[src/design/mmit_pkg.sv]
package mmit_pkg;

    localparam int unsigned TIME_W      = 32;
    localparam int unsigned INTERVAL_W  = 27;
    localparam int unsigned COUNT_W     = 8;
    localparam int unsigned REMAIN_W    = 7;
    localparam int unsigned CFG_DATA_W  = 27;
    localparam int unsigned CFG_INDEX_W = 2;

    localparam logic [INTERVAL_W-1:0] MaxIntervalMs = INTERVAL_W'(86400 * 1000);
    localparam logic [INTERVAL_W-1:0] ResetIntervalMs = INTERVAL_W'(1000);
    localparam logic [COUNT_W-1:0]    MaxRepeats = COUNT_W'(128);

    typedef enum logic [1:0] {
        OP_TRIGGER = 2'd0,
        OP_TICK    = 2'd1,
        OP_BLOCK   = 2'd2,
        OP_UNBLOCK = 2'd3
    } op_t;

    typedef enum logic [1:0] {
        MODE_DELAY    = 2'd0,
        MODE_COOLDOWN = 2'd1,
        MODE_REPEAT   = 2'd2,
        MODE_PERIODIC = 2'd3
    } mode_t;

    typedef enum logic [CFG_INDEX_W-1:0] {
        REG_MODE          = 2'd0,
        REG_INTERVAL_MS   = 2'd1,
        REG_REPEAT_COUNT  = 2'd2,
        REG_ENABLE_LINKED = 2'd3
    } reg_index_t;

    typedef struct packed {
        op_t               operation;
        logic [TIME_W-1:0] now;
        logic              enable;
    } in_item_t;

    typedef struct packed {
        logic                fired;
        logic                pending_now;
        logic [REMAIN_W-1:0] left_to_fire;
    } out_item_t;

    typedef struct packed {
        mode_t                 mode;
        logic [INTERVAL_W-1:0] interval_ms;
        logic [COUNT_W-1:0]    repeat_count;
        logic                  enable_linked;
    } cfg_t;

    typedef struct packed {
        logic                pending;
        logic                running;
        logic [TIME_W-1:0]   due_time;
        logic [REMAIN_W-1:0] remaining;
        logic                blocked;
        logic [TIME_W-1:0]   blocked_since;
    } timer_state_t;

endpackage

[src/design/mmit_core.sv]
module mmit_core
    import mmit_pkg::*;
(
    input  cfg_t         cfg,
    input  timer_state_t state_cur,
    input  in_item_t     item,
    output timer_state_t state_nxt,
    output out_item_t    result
);

    logic              interval_ok;
    logic              count_ok;
    logic [TIME_W-1:0] due_from_now;
    logic [TIME_W-1:0] since_now;
    logic              expired_cur;
    logic              enable_rise;
    logic              tick_pending;
    logic              fired;

    function automatic logic since_expiry_sign(input logic [TIME_W-1:0] t_now,
                                               input logic [TIME_W-1:0] t_due);
        logic [TIME_W-1:0] diff;
        diff = t_now - t_due;
        return diff[TIME_W-1];
    endfunction

    assign interval_ok  = (cfg.interval_ms != '0) && (cfg.interval_ms <= MaxIntervalMs);
    assign count_ok     = (cfg.repeat_count != '0) && (cfg.repeat_count <= MaxRepeats);
    assign due_from_now = item.now + TIME_W'(cfg.interval_ms);
    assign since_now    = item.now - state_cur.blocked_since;
    assign expired_cur  = ~since_expiry_sign(item.now, state_cur.due_time);
    assign enable_rise  = (cfg.mode == MODE_PERIODIC) && cfg.enable_linked
                          && item.enable && !state_cur.running;

    always_comb begin
        state_nxt    = state_cur;
        fired        = 1'b0;
        tick_pending = state_cur.pending;
        case (item.operation)
            OP_BLOCK: begin
                if (!state_cur.blocked) begin
                    state_nxt.blocked       = 1'b1;
                    state_nxt.blocked_since = item.now;
                end
            end
            OP_UNBLOCK: begin
                if (state_cur.blocked) begin
                    // shift the due time by the span spent blocked
                    if (state_cur.pending) begin
                        state_nxt.due_time = state_cur.due_time + since_now;
                    end
                    state_nxt.blocked = 1'b0;
                end
            end
            OP_TRIGGER: begin
                if (!state_cur.blocked && interval_ok) begin
                    case (cfg.mode)
                        MODE_COOLDOWN: begin
                            if (!state_cur.pending || expired_cur) begin
                                state_nxt.pending  = 1'b1;
                                state_nxt.due_time = due_from_now;
                                fired              = 1'b1;
                            end
                        end
                        MODE_REPEAT: begin
                            if (!state_cur.pending && count_ok) begin
                                state_nxt.remaining = REMAIN_W'(cfg.repeat_count - 1'b1);
                                state_nxt.pending   = cfg.repeat_count > COUNT_W'(1);
                                state_nxt.due_time  = due_from_now;
                                fired               = 1'b1;
                            end
                        end
                        MODE_PERIODIC: begin
                            state_nxt.running  = 1'b1;
                            state_nxt.pending  = 1'b1;
                            state_nxt.due_time = due_from_now;
                        end
                        default: begin
                            state_nxt.pending  = 1'b1;
                            state_nxt.due_time = due_from_now;
                        end
                    endcase
                end
            end
            OP_TICK: begin
                if (!state_cur.blocked) begin
                    if ((cfg.mode == MODE_PERIODIC) && cfg.enable_linked) begin
                        if (enable_rise) begin
                            tick_pending       = interval_ok;
                            state_nxt.due_time = interval_ok ? due_from_now : item.now;
                        end
                        if (!item.enable) begin
                            tick_pending = 1'b0;
                        end
                        state_nxt.running = item.enable;
                    end
                    state_nxt.pending = tick_pending;
                    // a fresh start is due a full interval ahead, so it cannot fire here
                    if (tick_pending && (cfg.mode != MODE_COOLDOWN)
                        && !enable_rise && expired_cur) begin
                        fired = 1'b1;
                        case (cfg.mode)
                            MODE_REPEAT: begin
                                if (state_cur.remaining <= REMAIN_W'(1)) begin
                                    state_nxt.remaining = '0;
                                    state_nxt.pending   = 1'b0;
                                end else begin
                                    state_nxt.remaining = state_cur.remaining - 1'b1;
                                    state_nxt.due_time  = due_from_now;
                                end
                            end
                            MODE_PERIODIC: begin
                                state_nxt.due_time = due_from_now;
                            end
                            default: begin
                                state_nxt.pending = 1'b0;
                            end
                        endcase
                    end
                end
            end
            default: begin
                state_nxt = state_cur;
            end
        endcase
    end

    assign result.fired        = fired;
    assign result.pending_now  = state_nxt.pending;
    assign result.left_to_fire = state_nxt.remaining;

endmodule

[src/design/multi_mode_interval_timer_unit.sv]
// An accepted beat goes through the input register, then the result register
// onto m_valid. Throughput: one item per cycle while m_ready does not stall;
// the single compute step between them updates the timer state register.
// Reset (aresetn low, synchronous): timer state and valid flags clear,
// configuration returns to mode delay, 1000 ms interval, repeat count 1.
module multi_mode_interval_timer_unit
    import mmit_pkg::*;
(
    input  logic                   aclk,
    input  logic                   aresetn,
    input  logic                   cfg_we,
    input  logic [CFG_INDEX_W-1:0] cfg_index,
    input  logic [CFG_DATA_W-1:0]  cfg_wdata,
    input  logic                   s_valid,
    output logic                   s_ready,
    input  in_item_t               s_data,
    output logic                   m_valid,
    input  logic                   m_ready,
    output out_item_t              m_data
);

    cfg_t         cfg_reg;
    timer_state_t state_reg;
    timer_state_t state_next;
    in_item_t     in_data_reg;
    logic         in_valid_reg;
    out_item_t    out_data_reg;
    out_item_t    out_data_next;
    logic         out_valid_reg;
    logic         step;

    // advance the held beat when the result slot is free or being drained
    assign step    = in_valid_reg && (!out_valid_reg || m_ready);
    assign s_ready = !in_valid_reg || step;

    always_ff @(posedge aclk) begin
        if (!aresetn) begin
            cfg_reg.mode          <= MODE_DELAY;
            cfg_reg.interval_ms   <= ResetIntervalMs;
            cfg_reg.repeat_count  <= COUNT_W'(1);
            cfg_reg.enable_linked <= 1'b0;
        end else if (cfg_we) begin
            case (reg_index_t'(cfg_index))
                REG_MODE:          cfg_reg.mode          <= mode_t'(cfg_wdata[1:0]);
                REG_INTERVAL_MS:   cfg_reg.interval_ms   <= cfg_wdata[INTERVAL_W-1:0];
                REG_REPEAT_COUNT:  cfg_reg.repeat_count  <= cfg_wdata[COUNT_W-1:0];
                REG_ENABLE_LINKED: cfg_reg.enable_linked <= cfg_wdata[0];
                default:           cfg_reg               <= cfg_reg;
            endcase
        end
    end

    always_ff @(posedge aclk) begin
        if (!aresetn) begin
            in_valid_reg <= 1'b0;
        end else if (s_ready) begin
            in_valid_reg <= s_valid;
        end
    end

    always_ff @(posedge aclk) begin
        if (s_valid && s_ready) begin
            in_data_reg <= s_data;
        end
    end

    mmit_core u_core (
        .cfg       (cfg_reg),
        .state_cur (state_reg),
        .item      (in_data_reg),
        .state_nxt (state_next),
        .result    (out_data_next)
    );

    always_ff @(posedge aclk) begin
        if (!aresetn) begin
            state_reg <= '0;
        end else if (step) begin
            state_reg <= state_next;
        end
    end

    always_ff @(posedge aclk) begin
        if (!aresetn) begin
            out_valid_reg <= 1'b0;
        end else if (step) begin
            out_valid_reg <= 1'b1;
        end else if (m_ready) begin
            out_valid_reg <= 1'b0;
        end
    end

    always_ff @(posedge aclk) begin
        if (step) begin
            out_data_reg <= out_data_next;
        end
    end

    assign m_valid = out_valid_reg;
    assign m_data  = out_data_reg;

`ifndef SYNTH
    a_state_holds_without_step: assert property (@(posedge aclk) disable iff (!aresetn)
        !step |=> $stable(state_reg))
        else $error("timer state changed without an item");

    a_blocked_never_fires: assert property (@(posedge aclk) disable iff (!aresetn)
        step && state_reg.blocked
        && (in_data_reg.operation == OP_TRIGGER || in_data_reg.operation == OP_TICK)
        |=> !out_data_reg.fired)
        else $error("blocked timer fired");

    a_cooldown_tick_silent: assert property (@(posedge aclk) disable iff (!aresetn)
        step && (cfg_reg.mode == MODE_COOLDOWN) && (in_data_reg.operation == OP_TICK)
        |=> !out_data_reg.fired && (out_data_reg.pending_now == $past(state_reg.pending)))
        else $error("cooldown tick fired or dropped the armed window");

    a_result_follows_step: assert property (@(posedge aclk) disable iff (!aresetn)
        step |=> m_valid)
        else $error("result beat lost");
`endif

endmodule

[config.mk]
export PLATFORM = sky130hd
export DESIGN_NAME = multi_mode_interval_timer_unit
export DESIGN_NICKNAME = d
export VERILOG_FILES = /design/src/design/mmit_pkg.sv /design/src/design/mmit_core.sv /design/src/design/multi_mode_interval_timer_unit.sv
export SDC_FILE = /design/constraint.sdc
export NUM_CORES = 1
export LEC_CHECK = 0
export ABC_AREA = 1
export BUFFER_PORTS_ARGS = -buffer_cell sky130_fd_sc_hd__buf_4
export CORE_ASPECT_RATIO = 0.8
export CORE_MARGIN = 1
export CORE_UTILIZATION = 60
export DETAILED_ROUTE_END_ITERATION = 8
export GPL_TIMING_DRIVEN = 0
export PLACE_DENSITY = 0.9
export SKIP_CTS_REPAIR_TIMING = 1
export SKIP_LAST_GASP = 1
export SLEW_MARGIN = 20
export SYNTH_ARGS = -nofsm -noshare
export SYNTH_HDL_FRONTEND = slang
export SYNTH_SLANG_ARGS = --single-unit
[constraint.sdc]
create_clock -name aclk -period 3.7 [get_ports aclk]
set_input_delay 0 -clock aclk [delete_from_list [all_inputs] [get_ports aclk]]
set_output_delay 0 -clock aclk [all_outputs]
set_load 0.01 [all_outputs]
== Word level (Yosys, flattened, before mapping) ==
Index checks and enable logic that the tools add are counted.

* Flip-flop bits (word level): 158

* Add/sub/neg operators: 6
* Bitwise gates (word level): 2
* Equal/unequal tests: 18
* Reductions and logical operators: 37
* Multiplexer cells: 41
* Order comparisons: 4

{| class="wikitable"
|+ Operators with widths
! kind !! number
|-
| 2-to-1 mux 32 bit || 6
|-
| case mux 32 bit (2 select lines) || 2
|-
| case mux 32 bit (3 select lines) || 1
|-
| 2-to-1 mux 41 bit || 2
|-
| 2-to-1 mux 39 bit || 2
|-
| subtractor 32 bit || 2
|-
| 2-to-1 mux 33 bit || 1
|-
| adder 32 x 27 -> 32 bit || 1
|-
| adder 32 bit || 1
|-
| less-or-equal comparator 27 bit (second input constant) || 1
|-
| nonzero test 27 bit || 1
|-
| 2-to-1 mux 7 bit || 3
|-
| 2-to-1 mux 1 bit || 17
|-
| case mux 7 bit (2 select lines) || 1
|-
| subtractor 7 x 1 -> 7 bit (second input constant) || 2
|-
| == test 2 bit (second input constant) || 6
|-
| logical AND 1 bit || 12
|-
| case mux 1 bit (2 select lines) || 5
|-
| AND reduction 2 bit || 5
|-
| greater-than comparator 8 x 1 -> 1 bit (second input constant) || 1
|-
| less-or-equal comparator 8 bit (second input constant) || 1
|-
| != test 2 x 1 -> 1 bit (second input constant) || 4
|-
| AND reduction 8 bit || 1
|-
| nonzero test 8 bit || 1
|-
| other kinds (13) || 29
|}

== Logic depth before layout (Yosys ltp) ==
* Depth in word-level cells: 15
* Mapped depth: 23

== Modules after synthesis ==
From an unflattened synthesis, not the netlist that was laid out.

* Cell total of the unflattened synthesis: 2965
* Area, all modules: 17449.2 sq um

{| class="wikitable"
|+ By module, submodules not included
! module !! area an instance (sq um) !! instances !! cells an instance
|-
| mmit_core || 11225.8 || 1 || 2189
|-
| multi_mode_interval_timer_unit || 6223.5 || 1 || 776
|}

== Least setup slack after synthesis ==
Ideal clock, no wire load.

* Path kind: register to register
* From: register in_data_reg[2] (netlist bit)
* To: register state_reg[58] (netlist bit)
* Library setup time: 0.132 ns
* Required time: 3.568 ns
* Path slack: 0.925 ns
* Data arrival time: 2.643 ns
* Clock period less this slack: 2.775 ns
* Path buffers: 0
* Stages on the path, launching flop included: 16
* Path through: edfxtp_1 > inv_1 > fa_1 > fa_1 > nand3b_1 > nand2_1 > inv_1 > o21ai_2 > nand2_1 > nand2_1 > a21oi_1 > o21ai_0 > xnor2_1 > a21oi_1 > nand2_1 > a21oi_1

* Cells in the longest elaborated chain, start to end: 9
* Elaborated cells between the ends (all ways): 23
* Classes of those cells: 4 x add/sub; 1 x eq/ne; 14 x mux; 1 x bitwise; 3 x reduce/logical

{| class="wikitable"
|+ RTL lines
! what !! RTL line !! RTL
|-
| start, declared || multi_mode_interval_timer_unit.sv:25 || <nowiki>in_item_t in_data_reg;</nowiki>
|-
| start signal, assigned || multi_mode_interval_timer_unit.sv:63 || <nowiki>in_data_reg <= s_data;</nowiki>
|-
| branches (longest 9 deep; another with subtractor 32 bit) || -- ||
|-
| end signal, assigned || multi_mode_interval_timer_unit.sv:79 || <nowiki>state_reg <= state_next;</nowiki>
|-
| end, declared || multi_mode_interval_timer_unit.sv:23 || <nowiki>timer_state_t state_reg;</nowiki>
|}

Several ways; the timed one is not identified. The select of a mux whose other input is x is not followed.
A chain may end at the register's enable or synchronous reset.

== Worst setup path after layout ==
* From: register in_data_reg[3] (netlist bit)
* To: register state_reg[67] (netlist bit)

Same word-level chain as after synthesis.

==> qor.txt <==
Cell Rows: 48
Post-Route WL: 49,900 um
CP startpoint kind: flop
filler cell count: 1,791
post-route minimum period: 3.60 ns
largest net degree at the start of global routing: 36
Die X: 170 um
Max stage delay cell, worst path: fa_1
cells along the critical path: inv_1, fa_1, inv_1, ha_1, a21oi_1, nand2_1, a21boi_0, o21ai_1, a21oi_1, nand3b_1, nand2_1, nand2_1, nand3_1, nand3_1, a21oi_1
CTS buffer count: 17
starting density of the core: 0.620
Final HPWL DP: 36,900 um
final hold vios: 0
fin area: 15,800 um^2
Least-Margin Pin Slew: 0.941 ns
Yosys top cell area share: 0.168
Skew-Pair Late Insertion Delay: 0.45 ns
Final GP Congestion: 1.00
Worst Hold Class: primary input to flop
Worst path depth: 15
I/O pin cnt: 80
Unique masters post-synth: 52
DR DRC count: 0
commonest cells after routing, fill and taps aside: nand2_1, inv_1, a21oi_1
First DRT Iteration DRCs: 2,297
worst vdd ir: 253 uV
Max Cap Violations: 0
share of cells above drive strength 1: 0.0711
leading area contributor after synthesis: dfxtp_1
max reg flops: 74
Total GRT Usage: 0.403
final setup margin: 0.0973 ns
Sink Count: 158
Layout Nets: 2,434
Crit path buffers/inverters: 2
CP Class: flop to flop
Area after DPL: 14,500 um^2
Worst Path Required: 4.00 ns
dpl ws: 0.155 ns
H-Tree Depth: 4
Post-Syn Area: 13,600 um^2
Root Buffer: clkbuf_16
Slew Limit Fails: 0
Leak Pwr: 7.70 nW
Die ar.: 23,200 um^2
CTS tree: done
synthesized net count: 2,269
Fmax: 0.278 GHz
post-DR wirelength/cell: 19.6 um
status: complete, no violations
Arr. time, crit path: 3.90 ns
syn avg cell area: 6.54 um^2
final setup fails: 0
Via density: 6.02
Synth area leaders: dfxtp_1, nand2_1, edfxtp_1
Final Cycle Share: 0.974
most common cell after layout, fill and taps aside: nand2_1
Die Y: 136 um
clk buf depth: 2
core area: 21,900 um^2
pwr/cell area: 365 nW/um^2
DRT antenna net count: 0
skew final: 0.0231 ns
Gate Count Post-Synth: 2,071
CP Capture Type: flop
clk slew on worst S/H paths: 0.08 ns
CP top delay family: compound AO/OA/AOI/OAI gates
via count: 15,400
synth warn: 0
RSZ-0062 raised after global routing: yes
Port Buffers: 79
global route overflow: 0
post-synthesis sequential area ratio: 0.266
max incr delay on CP: 0.52 ns
reg2reg path depth: 15
Worst Path Max Fanout: 5
initial antenna violation count: 3
first-pass GRT wire length: 70,700 um
Yosys reg bits: 158
vias in the first global route: 13,100
Pre-Repair DR Iteration Count: 6
Relative slew margins: 0.373
Layout area overhead: 16.4%
Hold Path Depth: 4
cell usage after synthesis (all sizes together):
library cell,number
nand3b,6
nand3,136
a21oi,251
a31oi,7
o211a,1
and3,2
nor3,18
mux2i,1
nand4,22
a21boi,4
clkinv,6
a221oi,1
nand2,490
buf,18
o21bai,9
o221ai,1
fa,32
or2,5
o2111ai,1
xor2,24
a21o,9
a22oi,2
and2,3
dfxtp,114
ha,97
o21a,5
nor2b,1
xnor2,14
o21ai,188
o211ai,9
nor2,189
nor4,1
clkbuf,41
inv,319
edfxtp,44
final timing paths:
| path | slack (ns) | end | from |
|---|---|---|---|
| max | 0.1 | state_reg[67] | in_data_reg[3] |
| min | 0.25 | cfg_reg[0] | aresetn |
| max reg2reg | 0.1 | state_reg[67] | in_data_reg[3] |
| min reg2reg | 0.47 | state_reg[58] | state_reg[58] |
worst register-to-register path, delay by kind of cell (launching register included):
| family | cells | cell delay, ns |
|---|---|---|
| adders and majority gates | 2 | 0.88 |
| and+or+nand+nor | 6 | 0.80 |
| buffers and inverters | 2 | 0.21 |
| AOI/OAI and AO/OA | 5 | 1.10 |
| DFF | 1 | 0.47 |
cell type report:
type / count / area [um^2] / share of cell area
timing repair buffer: 146 / 1260 / 0.0801
buffer: 59 / 256 / 0.0163
tap: 300 / 375 / 0.0238
clock buffer: 20 / 457 / 0.0289
sequential: 158 / 3600 / 0.228
multi-input combinational: 1529 / 8480 / 0.537
clock inverter: 12 / 113 / 0.00714
inverter: 325 / 1220 / 0.0773
antenna: 4 / 10.0 / 0.000635
stage by stage:
stage	util	total power, mW	hold WS, ns	instances	TNS [ns]
floorplan	-	3.26	0.0989	2071	0
finish	0.722	5.75	0.250	2553	0
detailed placement	0.664	3.83	0.179	2450	0
global route	0.721	6.00	0.251	2551	-0.00229
CTS	0.690	5.56	-0.281	2482	0
global placement	0.664	3.78	0.178	2450	0
power by group:
part | total (mW) | internal, mW | leakage [nW] | switching, mW
combinational | 2.01 | 0.688 | 6.06 | 1.32
sequential | 1.97 | 1.88 | 1.36 | 0.0953
clock | 1.77 | 0.928 | 0.285 | 0.846
layer usage:
layer,vias up,GRT usage,wire length (um)
met2,1152,0.581,20500
li1,7100,-,-
met4,0,0.112,1630
met5,-,0,0
met1,6954,0.581,20100
met3,164,0.117,7620
kinds of logic (layout without fill, tap and decap cells):
group | count (synthesis) | count (layout) | share of synthesized area
adder cells (fa/ha/maj) | 129 | 129 | 0.137
multiplexers | 1 | 1 | 0.000739
AND/OR/NAND/NOR | 873 | 873 | 0.273
other | 0 | 4 | 0
XOR/XNOR | 38 | 38 | 0.0246
buffers and inverters | 384 | 562 | 0.109
flip-flops | 158 | 158 | 0.266
AO/OA/AOI/OAI | 488 | 488 | 0.190
Note: power is estimated with default switching activity, not from simulation.
